## config.mk

```make
export PLATFORM = sky130hd
export DESIGN_NAME = split_window_difference_derivative_top_flat
export DESIGN_NICKNAME = d
export VERILOG_FILES = /design/src/rtl/swdd_pkg.sv /design/src/rtl/swdd_if.sv /design/src/rtl/swdd_hist_mem.sv /design/src/rtl/swdd_div.sv /design/src/rtl/split_window_difference_derivative_top.sv /design/src/flat_wrapper.sv
export SDC_FILE = /design/constraint.sdc
export NUM_CORES = 2
export LEC_CHECK = 0
export ABC_CLOCK_PERIOD_IN_PS = 6500
export BUFFER_PORTS_ARGS = -buffer_cell sky130_fd_sc_hd__buf_2
export CAP_MARGIN = 0
export CORE_MARGIN = 2
export CORE_UTILIZATION = 57
export CTS_CLUSTER_DIAMETER = 120
export CTS_CLUSTER_SIZE = 8
export DETAILED_ROUTE_END_ITERATION = 12
export PLACE_DENSITY = 0.76
export SYNTH_ARGS = -nofsm -noshare
export SYNTH_HDL_FRONTEND = slang
export SYNTH_SLANG_ARGS = --single-unit
```

## constraint.sdc

```tcl
create_clock -name i_clk -period 6.5 [get_ports i_clk]
set_input_delay 0.65 -clock i_clk [delete_from_list [all_inputs] [get_ports i_clk]]
set_output_delay 0.65 -clock i_clk [all_outputs]
set_load 0.1 [all_outputs]
```

## src/rtl/swdd_pkg.sv

```systemverilog
// Shared types and constants for the split-window difference derivative filter.
package swdd_pkg;

    localparam int SAMPLE_W   = 16;
    localparam int OUT_W      = 17;
    localparam int CFG_W      = 6;
    localparam int APB_ADDR_W = 3;
    localparam int APB_DATA_W = 32;

    localparam logic             REG_HALF_WINDOW = 1'b0;
    localparam logic [CFG_W-1:0] HALF_RESET      = 6'd4;

    typedef logic signed [SAMPLE_W-1:0] t_sample;
    typedef logic signed [OUT_W-1:0]    t_deriv;

endpackage

```

## src/rtl/swdd_if.sv

```systemverilog
// Valid/ready stream interfaces for the sample input and derivative output.
interface swdd_sample_if import swdd_pkg::*; ();
    logic    valid;
    logic    ready;
    t_sample sample;

    modport source (output valid, output sample, input ready);
    modport sink   (input valid, input sample, output ready);
endinterface

interface swdd_deriv_if import swdd_pkg::*; ();
    logic   valid;
    logic   ready;
    t_deriv derivative;

    modport source (output valid, output derivative, input ready);
    modport sink   (input valid, input derivative, output ready);
endinterface

```

## src/rtl/swdd_hist_mem.sv

```systemverilog
// Sample history memory: one write port, two registered read ports.
module swdd_hist_mem import swdd_pkg::*; #(
    parameter int DEPTH = 64,
    parameter int AW    = 6
) (
    input  logic          i_clk,
    input  logic          i_wr_en,
    input  logic [AW-1:0] i_wr_addr,
    input  t_sample       i_wr_data,
    input  logic          i_rd_en,
    input  logic [AW-1:0] i_rd_addr_a,
    input  logic [AW-1:0] i_rd_addr_b,
    output t_sample       o_rd_data_a,
    output t_sample       o_rd_data_b
);

    t_sample r_mem [DEPTH];
    t_sample r_rd_a;
    t_sample r_rd_b;

    always_ff @(posedge i_clk) begin
        if (i_wr_en) begin
            r_mem[i_wr_addr] <= i_wr_data;
        end
    end

    always_ff @(posedge i_clk) begin
        if (i_rd_en) begin
            r_rd_a <= r_mem[i_rd_addr_a];
            r_rd_b <= r_mem[i_rd_addr_b];
        end
    end

    assign o_rd_data_a = r_rd_a;
    assign o_rd_data_b = r_rd_b;

endmodule

```

## src/rtl/swdd_div.sv

```systemverilog
// Serial restoring divider: signed dividend by unsigned half window, truncating.
module swdd_div import swdd_pkg::*; #(
    parameter int DIFF_W = 22,
    parameter int HW     = 6
) (
    input  logic                     i_clk,
    input  logic                     i_rst_n,
    input  logic                     i_start,
    input  logic signed [DIFF_W-1:0] i_dividend,
    input  logic [HW-1:0]            i_divisor,
    output logic                     o_done,
    output t_deriv                   o_quot
);

    localparam int CNT_W = $clog2(DIFF_W + 1);

    logic              r_busy;
    logic              r_done;
    logic [CNT_W-1:0]  r_cnt;
    logic              r_neg;
    logic [HW-1:0]     r_rem;
    logic [DIFF_W-1:0] r_quo;

    logic [HW:0]       trial;
    logic              qbit;
    logic [DIFF_W-1:0] mag;
    logic [DIFF_W-1:0] signed_quo;

    always_comb begin
        mag   = i_dividend[DIFF_W-1] ? DIFF_W'(-i_dividend) : DIFF_W'(i_dividend);
        trial = {r_rem, r_quo[DIFF_W-1]};
        qbit  = (trial >= {1'b0, i_divisor});
    end

    always_ff @(posedge i_clk) begin
        if (!i_rst_n) begin
            r_busy <= 1'b0;
            r_done <= 1'b0;
            r_cnt  <= '0;
        end else begin
            r_done <= 1'b0;
            if (i_start) begin
                r_busy <= 1'b1;
                r_cnt  <= CNT_W'(DIFF_W);
            end else if (r_busy) begin
                r_cnt <= r_cnt - 1'b1;
                if (r_cnt == CNT_W'(1)) begin
                    r_busy <= 1'b0;
                    r_done <= 1'b1;
                end
            end
        end
    end

    always_ff @(posedge i_clk) begin
        if (i_start) begin
            r_rem <= '0;
            r_quo <= mag;
            r_neg <= i_dividend[DIFF_W-1];
        end else if (r_busy) begin
            r_rem <= qbit ? HW'(trial - {1'b0, i_divisor}) : HW'(trial);
            r_quo <= {r_quo[DIFF_W-2:0], qbit};
        end
    end

    assign signed_quo = r_neg ? (~r_quo + 1'b1) : r_quo;
    assign o_quot     = OUT_W'(signed_quo);
    assign o_done     = r_done;

    a_done_after_busy: assert property (@(posedge i_clk) disable iff (!i_rst_n)
        r_done |-> $past(r_busy))
        else $error("divider done without a running division");
    a_no_start_busy: assert property (@(posedge i_clk) disable iff (!i_rst_n)
        r_busy |-> !i_start)
        else $error("divider restarted while busy");
    a_rem_below_divisor: assert property (@(posedge i_clk) disable iff (!i_rst_n)
        r_busy |-> (r_rem < i_divisor))
        else $error("divider remainder out of range");

endmodule

```

## src/rtl/split_window_difference_derivative_top.sv

```systemverilog
// Top level of the split-window difference derivative filter.
//
//   channel       dir  handshake            payload
//   i_sample_ch   in   valid/ready          sample, 16-bit signed
//   o_deriv_ch    out  valid/ready          derivative, 17-bit signed
//   APB config    in   psel/penable/pwrite  half_window at byte address 0
//
// One transaction at a time. A sample that yields no result goes through a memory
// read, then update and write back. A sample that yields a result then enters the
// divide state, run by the one-bit-per-cycle divider, and then the output state.
// Reset is synchronous; no clearing pass, the fill count guards the history.
// A result waits in the output register while the next sample is taken.
module split_window_difference_derivative_top import swdd_pkg::*; #(
    parameter int MAX_HALF = 32
) (
    input  logic                  i_clk,
    input  logic                  i_rst_n,
    swdd_sample_if.sink           i_sample_ch,
    swdd_deriv_if.source          o_deriv_ch,
    input  logic                  psel,
    input  logic                  penable,
    input  logic                  pwrite,
    input  logic [APB_ADDR_W-1:0] paddr,
    input  logic [APB_DATA_W-1:0] pwdata,
    output logic [APB_DATA_W-1:0] prdata,
    output logic                  pready
);

    localparam int DEPTH  = 2 * MAX_HALF;
    localparam int PTR_W  = (DEPTH > 1) ? $clog2(DEPTH) : 1;
    localparam int HW     = $clog2(MAX_HALF + 1);
    localparam int FILL_W = HW + 1;
    localparam int SUM_W  = SAMPLE_W + $clog2(MAX_HALF);
    localparam int DIFF_W = SUM_W + 1;
    localparam int CMP_W  = (HW > CFG_W) ? HW : CFG_W;

    localparam logic [1:0] S_IDLE = 2'd0;
    localparam logic [1:0] S_UPD  = 2'd1;
    localparam logic [1:0] S_DIV  = 2'd2;
    localparam logic [1:0] S_OUT  = 2'd3;

    logic [1:0]              r_state;
    logic [1:0]              n_state;
    logic [CFG_W-1:0]        r_half;
    logic [FILL_W-1:0]       r_fill;
    logic [FILL_W-1:0]       n_fill;
    logic [PTR_W-1:0]        r_wp;
    logic [PTR_W-1:0]        n_wp;
    logic signed [SUM_W-1:0] r_older;
    logic signed [SUM_W-1:0] r_newer;
    logic signed [SUM_W-1:0] n_older;
    logic signed [SUM_W-1:0] n_newer;
    t_sample                 r_x;
    logic                    r_out_valid;
    t_deriv                  r_out_data;

    logic [CMP_W-1:0]         half_ext;
    logic [HW-1:0]            h;
    logic [FILL_W-1:0]        h_ext;
    logic [FILL_W-1:0]        full;
    logic [FILL_W-1:0]        mid_sum;
    logic [FILL_W-1:0]        mid;
    logic [FILL_W-1:0]        wp_inc;
    logic                     accept;
    logic                     cfg_wr;
    logic                     out_free;
    t_sample                  rd_old;
    t_sample                  rd_mid;
    logic signed [SUM_W-1:0]  drop_old;
    logic signed [SUM_W-1:0]  move_mid;
    logic signed [DIFF_W-1:0] diff;
    logic                     div_start;
    logic                     div_done;
    t_deriv                   div_quot;

    always_comb begin
        half_ext = CMP_W'(r_half);
        if (half_ext == '0) begin
            h = HW'(1);
        end else if (half_ext > CMP_W'(MAX_HALF)) begin
            h = HW'(MAX_HALF);
        end else begin
            h = HW'(half_ext);
        end
        h_ext   = FILL_W'(h);
        full    = {h, 1'b0};
        mid_sum = FILL_W'(r_wp) + h_ext;
        mid     = (mid_sum >= full) ? (mid_sum - full) : mid_sum;
        wp_inc  = FILL_W'(r_wp) + 1'b1;
    end

    assign accept   = i_sample_ch.valid && i_sample_ch.ready;
    assign cfg_wr   = psel && penable && pwrite && (paddr[2] == REG_HALF_WINDOW);
    assign out_free = !r_out_valid || o_deriv_ch.ready;

    swdd_hist_mem #(
        .DEPTH (DEPTH),
        .AW    (PTR_W)
    ) u_mem (
        .i_clk       (i_clk),
        .i_wr_en     (r_state == S_UPD),
        .i_wr_addr   (r_wp),
        .i_wr_data   (r_x),
        .i_rd_en     (accept),
        .i_rd_addr_a (r_wp),
        .i_rd_addr_b (PTR_W'(mid)),
        .o_rd_data_a (rd_old),
        .o_rd_data_b (rd_mid)
    );

    always_comb begin
        drop_old  = (r_fill >= full)  ? SUM_W'(rd_old) : '0;
        move_mid  = (r_fill >= h_ext) ? SUM_W'(rd_mid) : '0;
        n_older   = r_older - drop_old + move_mid;
        n_newer   = r_newer - move_mid + SUM_W'(r_x);
        diff      = DIFF_W'(n_newer) - DIFF_W'(n_older);
        n_wp      = (wp_inc >= full) ? '0 : PTR_W'(wp_inc);
        n_fill    = (r_fill < full) ? (r_fill + 1'b1) : r_fill;
        div_start = (r_state == S_UPD) && (n_fill >= full);
    end

    always_comb begin
        n_state = r_state;
        case (r_state)
            S_IDLE: begin
                if (accept) begin
                    n_state = S_UPD;
                end
            end
            S_UPD: begin
                n_state = div_start ? S_DIV : S_IDLE;
            end
            S_DIV: begin
                if (div_done) begin
                    n_state = S_OUT;
                end
            end
            S_OUT: begin
                if (out_free) begin
                    n_state = S_IDLE;
                end
            end
            default: begin
                n_state = S_IDLE;
            end
        endcase
    end

    swdd_div #(
        .DIFF_W (DIFF_W),
        .HW     (HW)
    ) u_div (
        .i_clk      (i_clk),
        .i_rst_n    (i_rst_n),
        .i_start    (div_start),
        .i_dividend (diff),
        .i_divisor  (h),
        .o_done     (div_done),
        .o_quot     (div_quot)
    );

    always_ff @(posedge i_clk) begin
        if (!i_rst_n) begin
            r_state     <= S_IDLE;
            r_half      <= HALF_RESET;
            r_fill      <= '0;
            r_wp        <= '0;
            r_older     <= '0;
            r_newer     <= '0;
            r_out_valid <= 1'b0;
        end else begin
            r_state <= n_state;
            if (cfg_wr) begin
                r_half  <= pwdata[CFG_W-1:0];
                r_fill  <= '0;
                r_wp    <= '0;
                r_older <= '0;
                r_newer <= '0;
            end else if (r_state == S_UPD) begin
                r_fill  <= n_fill;
                r_wp    <= n_wp;
                r_older <= n_older;
                r_newer <= n_newer;
            end
            if (r_state == S_OUT && out_free) begin
                r_out_valid <= 1'b1;
            end else if (o_deriv_ch.ready) begin
                r_out_valid <= 1'b0;
            end
        end
    end

    always_ff @(posedge i_clk) begin
        if (accept) begin
            r_x <= i_sample_ch.sample;
        end
        if (r_state == S_OUT && out_free) begin
            r_out_data <= div_quot;
        end
    end

    assign i_sample_ch.ready     = (r_state == S_IDLE);
    assign o_deriv_ch.valid      = r_out_valid;
    assign o_deriv_ch.derivative = r_out_data;
    assign pready                = 1'b1;
    assign prdata = (paddr[2] == REG_HALF_WINDOW) ? APB_DATA_W'(r_half) : '0;

    a_accept_to_update: assert property (@(posedge i_clk) disable iff (!i_rst_n)
        accept |=> (r_state == S_UPD))
        else $error("accepted sample not followed by update");
    a_fill_bound: assert property (@(posedge i_clk) disable iff (!i_rst_n)
        (r_fill <= full) && (FILL_W'(r_wp) < full))
        else $error("fill count or write pointer beyond window");
    a_div_done_state: assert property (@(posedge i_clk) disable iff (!i_rst_n)
        div_done |-> (r_state == S_DIV))
        else $error("divider finished outside divide state");
    a_start_only_full: assert property (@(posedge i_clk) disable iff (!i_rst_n)
        div_start |=> (r_fill == full))
        else $error("result started before window filled");

endmodule
```

## src/flat_wrapper.sv

```systemverilog
// flat-port wrapper written by rule: the top's interface ports become plain ports
module split_window_difference_derivative_top_flat import swdd_pkg::*;
#(
    parameter int MAX_HALF = 32
)
  (i_clk, i_rst_n, psel, penable, pwrite, paddr, pwdata, prdata, pready, i_sample_ch_valid, i_sample_ch_sample, i_sample_ch_ready, o_deriv_ch_valid, o_deriv_ch_derivative, o_deriv_ch_ready);
  swdd_sample_if i_sample_ch_i ();
  swdd_deriv_if o_deriv_ch_i ();
  input  logic i_clk;
  input  logic i_rst_n;
  input  logic psel;
  input  logic penable;
  input  logic pwrite;
  input  logic [APB_ADDR_W-1:0] paddr;
  input  logic [APB_DATA_W-1:0] pwdata;
  output logic [APB_DATA_W-1:0] prdata;
  output logic pready;
  input wire logic [$bits(i_sample_ch_i.valid)-1:0] i_sample_ch_valid;
  input wire logic [$bits(i_sample_ch_i.sample)-1:0] i_sample_ch_sample;
  output wire logic [$bits(i_sample_ch_i.ready)-1:0] i_sample_ch_ready;
  output wire logic [$bits(o_deriv_ch_i.valid)-1:0] o_deriv_ch_valid;
  output wire logic [$bits(o_deriv_ch_i.derivative)-1:0] o_deriv_ch_derivative;
  input wire logic [$bits(o_deriv_ch_i.ready)-1:0] o_deriv_ch_ready;
  assign i_sample_ch_i.valid = i_sample_ch_valid;
  assign i_sample_ch_i.sample = i_sample_ch_sample;
  assign i_sample_ch_ready = i_sample_ch_i.ready;
  assign o_deriv_ch_valid = o_deriv_ch_i.valid;
  assign o_deriv_ch_derivative = o_deriv_ch_i.derivative;
  assign o_deriv_ch_i.ready = o_deriv_ch_ready;
  split_window_difference_derivative_top #(.MAX_HALF(MAX_HALF)) u_core (.i_clk(i_clk), .i_rst_n(i_rst_n), .i_sample_ch(i_sample_ch_i), .o_deriv_ch(o_deriv_ch_i), .psel(psel), .penable(penable), .pwrite(pwrite), .paddr(paddr), .pwdata(pwdata), .prdata(prdata), .pready(pready));
endmodule
```

# ---- Yosys cells after proc, flatten, opt, wreduce, memory -nomap -nowiden
# Memories as Yosys holds them, arrays and structs flattened. A register that Yosys moved wholly into a read port is not among the register bits.
# Index checks and enable logic that the tools add are counted.
dict set report op_classes {
  addsub 13
  order_cmp 8
  n_eq_ne 7
  n_mux 28
  bitwise 4
  reduce_logical 16
}
# operator n
set ops {}
lappend ops {{$mux 22} 3}
lappend ops {{$mux 21} 2}
lappend ops {{$sub 21x21->21} 2}
lappend ops {{$mux 6} 6}
lappend ops {{$ge 7x7->1} 4}
lappend ops {{$neg 22->22} 1}
lappend ops {{$sub 21x21->22} 1}
lappend ops {{$add 21x16->21} 1}
lappend ops {{$add 21x21->21} 1}
lappend ops {{$add 17x1->17 const B} 1}
lappend ops {{$mux 17} 1}
lappend ops {{$not 17->17} 1}
lappend ops {{$ge 7x6->1} 2}
lappend ops {{$sub 6x6->6} 2}
lappend ops {{$mux 5} 2}
lappend ops {{$mux 1} 8}
lappend ops {{$mux 2} 4}
lappend ops {{$pmux 2 s4} 1}
lappend ops {{$add 6x1->7 const B} 1}
lappend ops {{$add 6x6->7} 1}
lappend ops {{$add 7x1->7 const B} 1}
lappend ops {{$lt 7x7->1} 1}
lappend ops {{$mux 7} 1}
lappend ops {{$gt 6x6->1 const B} 1}
lappend ops {{16 further kinds} 27}
dict set report totals {
  reg_bits 133
  ram_bits 1024
  inputBits 58
  output_inout_bits 52
  elab_cells 93
  memories 1
}
# memory words word_bits rd rd_clocked_by_memory_dff wr line
set mem_list {}
lappend mem_list {u_core.u_mem.r_mem 64 16 2 2 1 swdd_hist_mem.sv:17} ;# t_sample r_mem [DEPTH];

# ---- Longest topological paths before layout
dict set report logic_depth {
  depth_word 11
  ltp_mapped 37
  ltp_nobuf 37
}

# ---- By module
# Synthesis repeated with hierarchy kept, for this count alone.
dict set report unflattened {
  cells_unflattened 3942
  area_unflattened_um2 60730.7
}
# module n_inst cells_each area_per_inst_um2 seq_area_each_um2
set modules_own_cells {}
lappend modules_own_cells {swdd_hist_mem 1 2582 49157.1 31710.4}
lappend modules_own_cells {split_window_difference_derivative_top 1 1069 8982.4 2272.2}
lappend modules_own_cells {swdd_div 1 291 2591.2 950.9}

# ---- Worst setup path before layout
# OpenSTA, ideal clock, no wires.
dict set report synth_timing {
  path_type {register to register}
  startpoint {register u_core.r_half[1], in the netlist u_core.half_ext[1]}
  endpoint {register u_core.u_div.r_quo[20] (data pin)}
  setup_time_ns 0.259
  arrival_ns 6.728
  t_required_ns 6.241
  path_slack_ns -0.487
  path_stages_with_launch 32
  n_path_buf 1
  period_less_slack_ns 6.987
  cell_sequence {dfxtp_1 > nor4_1 > nor2_1 > nor2_1 > ha_1 > nand2b_1 > a21o_1 > a21o_1 > a21oi_1 > nor2b_1 > o21ai_0 > nand2_1 > clkbuf_1 > nand2_1 > fa_1 > ha_1 > a21oi_1 > o21ai_0 > a211oi_1 > a21oi_1 > ha_1 > or4_1 > o21ai_0 > o2bb2ai_1 > a31oi_1 > a211o_2 > a311oi_4 > o211ai_4 > and3_1 > nor4b_2 > nor4_1 > a211o_1}
}
dict set report synth_between {
  elab_chain_cells 11
  elab_cells_between_ends 20
  cone_classes {add/sub (6); order compare (5); mux (7); reduce/logical (2)}
}
# item line
set synth_rtl {}
lappend synth_rtl {{start, declared} split_window_difference_derivative_top.sv:44} ;# logic [CFG_W-1:0] r_half;
lappend synth_rtl {{start signal, assigned} split_window_difference_derivative_top.sv:174} ;# r_half <= pwdata[CFG_W-1:0];
lappend synth_rtl {{$gt 6x6->1} split_window_difference_derivative_top.sv:80} ;# end else if (half_ext > CMP_W'(MAX_HALF)) begin
lappend synth_rtl {{$mux 6} split_window_difference_derivative_top.sv:80}
lappend synth_rtl {{$mux 6 (*)} split_window_difference_derivative_top.sv:78} ;# if (half_ext == '0) begin
lappend synth_rtl {{$ge 7x6->1 (*)} split_window_difference_derivative_top.sv:113} ;# move_mid = (r_fill >= h_ext) ? SUM_W'(rd_mid) : '0;
lappend synth_rtl {{$mux 21 (*)} split_window_difference_derivative_top.sv:113}
lappend synth_rtl {{$sub 21x21->21 (*)} split_window_difference_derivative_top.sv:115} ;# n_newer = r_newer - move_mid + SUM_W'(r_x);
lappend synth_rtl {{$add 21x16->21 (*)} split_window_difference_derivative_top.sv:115}
lappend synth_rtl {{net u_core.n_newer[5]} split_window_difference_derivative_top.sv:52} ;# logic signed [SUM_W-1:0] n_newer;
lappend synth_rtl {{$sub 21x21->22 (*)} split_window_difference_derivative_top.sv:116} ;# diff = DIFF_W'(n_newer) - DIFF_W'(n_older);
lappend synth_rtl {{$neg 22->22} swdd_div.sv:30} ;# mag = i_dividend[DIFF_W-1] ? DIFF_W'(-i_dividend) : DIFF_W'(i_dividend);
lappend synth_rtl {{$mux 22 (*)} swdd_div.sv:30}
lappend synth_rtl {{$mux 22 (*)} swdd_div.sv:56} ;# if (i_start) begin
lappend synth_rtl {{end signal, assigned} swdd_div.sv:58} ;# r_quo <= mag;
lappend synth_rtl {{end signal, assigned} swdd_div.sv:62} ;# r_quo <= {r_quo[DIFF_W-2:0], qbit};
lappend synth_rtl {{end, declared} swdd_div.sv:22} ;# logic [DIFF_W-1:0] r_quo;
# Mark *: on every way through the listed nets, which the timed path passes. The rest lies on a longest branch.
# A chain may end at the register's enable or synchronous reset.

# ---- Worst setup path after layout
dict set report layout_timing {
  startpoint {register u_core.r_half[4], in the netlist u_core.half_ext[4]}
  endpoint {register u_core.u_div.r_quo[20] (data pin)}
}
dict set report layout_between {
  elab_chain_cells 11
  elab_cells_between_ends 20
  cone_classes {add/sub (6); order compare (5); mux (7); reduce/logical (2)}
}
# item line
set layout_rtl {}
lappend layout_rtl {{$gt 6x6->1} split_window_difference_derivative_top.sv:80}
lappend layout_rtl {{$mux 6} split_window_difference_derivative_top.sv:80}
lappend layout_rtl {{$mux 6 (*)} split_window_difference_derivative_top.sv:78}
lappend layout_rtl {{$ge 7x6->1 / $ge 7x7->1 (equally long branches)} {split_window_difference_derivative_top.sv:113, split_window_difference_derivative_top.sv:112}}
lappend layout_rtl {{$mux 21 (on tied branches)} {split_window_difference_derivative_top.sv:113, split_window_difference_derivative_top.sv:112}}
lappend layout_rtl {{$sub 21x21->21 (on tied branches)} {split_window_difference_derivative_top.sv:115, split_window_difference_derivative_top.sv:114}}
lappend layout_rtl {{$add 21x16->21 / $add 21x21->21 (equally long branches)} {split_window_difference_derivative_top.sv:115, split_window_difference_derivative_top.sv:114}}
lappend layout_rtl {{$sub 21x21->22} split_window_difference_derivative_top.sv:116}
lappend layout_rtl {{$neg 22->22} swdd_div.sv:30}
lappend layout_rtl {{$mux 22} swdd_div.sv:30}
lappend layout_rtl {{$mux 22 (*)} swdd_div.sv:56}
# Mark *: on every way between the ends. The rest lies on a longest branch, timed or not.

==> flow_metrics.py <==
metrics = {
    "route": {
        "vias": 43000,
        "wl_per_cell_um": 32.1,
        "wl_um": 191000,
        "drc": 0,
        "antenna_left": 0,
        "firstDrtPassIters": 6,
        "via_per_inst": 7.22,
        "drtIter0Drc": 7121,
    },
    "final_layout": {
        "drive_above_1_share_pct": 24.6,
        "final_cell_area_um2": 68000,
        "syn2layout_area_growth_pct": 17.2,
        "fin_nets": 4746,
        "utilization_pct": 67.1,
    },
    "synthesis": {
        "synth_ff_type": "edfxtp_1",
        "synth_top_area_cell": "edfxtp_1",
        "async_reset_ff_share_pct": 0,
        "synthDistinctLibCells": 95,
        "synth.top_cells.by_count": "edfxtp_1, a22oi_1, nand2_1",
        "yosysMostFrequentCell": "edfxtp_1",
        "ys_ff_latch": 1189,
        "synth.cell_area_um2": 58000,
        "yosysWarnings": 0,
        "yosysTopAreaCellShare_pct": 57.6,
        "synth_seq_area_share_pct": 60.2,
        "synth_edf_count": 1112,
        "netlist_instances": 4138,
        "netlist_top_cells_area": "edfxtp_1, mux4_2, a22oi_1",
        "syn_area_per_cell_um2": 14.0,
    },
    "placement": {
        "pre_cts_ws_ns": -0.441,
        "port_buffers": 54,
        "postPlaceCellArea_um2": 62600,
        "gp_congestion": 1.01,
        "dp_hpwl_um": 114000,
    },
    "timing": {
        "maxSlewViolCount": 2,
        "setup_tns_ns": -6.25,
        "min_period_ns": 6.89,
        "rsz0062_at_grt": "true",
        "fin_skew_ns": 0.0496,
        "max_slew.worst_pin.slew_ns": 1.59,
        "finalSetupViolations": 22,
        "period_share_pct": 106,
        "hold_viol": 0,
        "whs_ns": 0.0280,
        "setup_slack_ns": -0.389,
        "max_freq_mhz": 145,
        "slew_headroom_pct": -7.19,
    },
    "grt": {
        "grt_pass1_wl_um": 273000,
        "grt_usage_pct": 36.2,
        "grt_pass1_vias": 41900,
        "grt_max_degree": 94,
        "grt-ovfl-total": 0,
        "antenna_found_initial": 19,
    },
    "worst_setup_path": {
        "cpPeakStageDelay_ns": 0.50,
        "reg2reg_depth": 35,
        "crit_path_frequent_cell": "a21o_1",
        "path_class": "reg2reg",
        "critPathMaxFanout": 5,
        "crit_arrival_ns": 7.42,
        "end_kind": "flop",
        "worstPathRequired_ns": 7.03,
        "worstSetupStartpointType": "flop",
        "crit_slowest_cell": "fa_1",
    },
    "cts": {
        "ctsHoldBuffers": 0,
        "clk_path_buf_depth": 3,
        "cts_made_buffers": 166,
        "clock_sinks": 1189,
        "clk_pin_slew_ns": 0.05,
        "cts_max_level": 4,
        "tritoncts": "yes",
        "cts_root_buffer": "clkbuf_16",
        "clkLatencyLatePin_ns": 0.81,
    },
    "die": {
        "ios": 110,
        "die_h_um": 323,
        "core_um2": 101000,
        "die_x_um": 323,
        "std_cell_rows": 117,
        "start_util_pct": 57.3,
        "die-area_um2": 104000,
    },
    "power": {
        "cellPowerDensity_nw_per_um2": 405,
        "cellLeakagePower_nw": 23.3,
        "ir_drop_uv": 486,
    },
    "worst_hold_path": {
        "hp-class": "in2reg",
        "holdPathStages": 1,
    },
    "outcome": {
        "status": "finished with violations",
        "violations": "max-capacitance violations, max-slew violations, negative setup slack",
    },
    "run": {
        "cap_viol_max_count": 1,
    },
}
repair_timing:
action,4_1_cts,5_1_grt
setup endpoints to repair,22,23
buffers inserted,22,16
resized for setup,41,77
cloned,0,1
pin swaps,27,43
stage by stage:
step	total power, mW	instances
floorplan	14.4	4163
global placement	18.0	5700
detailed placement	18.2	5700
CTS	26.5	5935
global route	28.6	5952
finish	27.5	5957
worst max-delay path, delay by kind of cell, from the launching register on:
kind                       cells  cell delay, ns
AOI/OAI and AO/OA             18            3.27
adders and majority gates      4            1.29
and+or+nand+nor                9            1.13
buffers and inverters          3            0.39
DFF                            1            0.32
xor gates and xnor gates       1            0.22
routing by layer:
layer	track usage (%)	up-vias	wire, um
li1	-	17300	-
met1	43.3	20800	61000
met2	53.1	3928	83800
met3	14.9	995	30400
met4	26.1	34	15900
met5	0	-	218
kinds of logic (layout without fill, tap and decap cells):
kind of cell | count (synthesis) | in the layout | share of synthesized area, %
other | 2 | 32 | 0.0129
buffers and inverters | 480 | 901 | 3.30
adder cells (fa/ha/maj) | 150 | 150 | 3.80
multiplexers | 274 | 274 | 10.3
AO/OA/AOI/OAI | 1116 | 1116 | 14.1
AND/OR/NAND/NOR | 813 | 813 | 6.48
XOR/XNOR | 114 | 114 | 1.79
flip-flops | 1189 | 1189 | 60.2
flip-flops by register name, indices dropped and copies added (netlist names), 5 cells and up, named ones only:
signal                        cells
u_core.r_older                   21
u_core.half_ext                   6
u_core.u_mem.o_rd_data_b         16
u_core.o_deriv_ch.derivative     17
u_core.u_div.r_rem                6
u_core.u_div.r_quo               22
u_core.u_div.r_cnt                5
u_core.r_wp                       6
u_core.u_mem.r_mem             1024
u_core.r_x                       16
u_core.r_newer                   21
u_core.u_mem.o_rd_data_a         16
u_core.r_fill                     7
path summary, 6_finish.rpt:
check / from / slack, ns / end
setup / recovery: u_core.half_ext[4] / -0.39 / u_core.u_div.r_quo[20]
hold / removal: i_sample_ch_sample[15] / 0.03 / u_core.r_x[15]
setup reg to reg: u_core.half_ext[4] / -0.39 / u_core.u_div.r_quo[20]
hold reg to reg: u_core.r_older[17] / 0.45 / u_core.r_older[17]
report_power, final:
group	switching, mW	internal, mW	total [mW]
Clock	3.23	4.62	7.85
Sequential	0.0762	8.53	8.61
Combinational	5.67	5.40	11.1
layout by cell type, fill, tap and decap left out, types with 26 or more instances in the layout:
cell type  synthesis  final
a211oi_1          86     84
a21oi_1          133    114
a221oi_1          86     86
a22o_1            84     84
a22oi_1          349    349
a31oi_1          120    118
and2_1            54     51
buf_12             0     26
buf_2              5     54
buf_4             28    427
clkbuf_1         210     32
clkbuf_16          0    168
conb_1             2     27
dfxtp_1           77     76
edfxtp_1        1112   1112
fa_1              44     41
ha_1             105     93
inv_1            173    168
mux4_2           256    256
nand2_1          334    325
nand3_1           44     43
nand4_1           48     48
nor2_1           186    157
nor2_2             1     27
nor2b_1           43     40
o211ai_1          28     28
o21ai_0           60     36
xnor2_1           72     67
xor2_1            39     34
cell type report:
class                      instances  area, um^2
sequential                      1189       34900
fill                            6689       33300
multi-input combinational       2494       22000
clock buffer                     199        4300
timing repair buffer             514        4090
tap                             1368        1710
inverter                         174         656
clock inverter                    14         289
antenna                            5        12.5
Power figures use the tool's default switching activity.
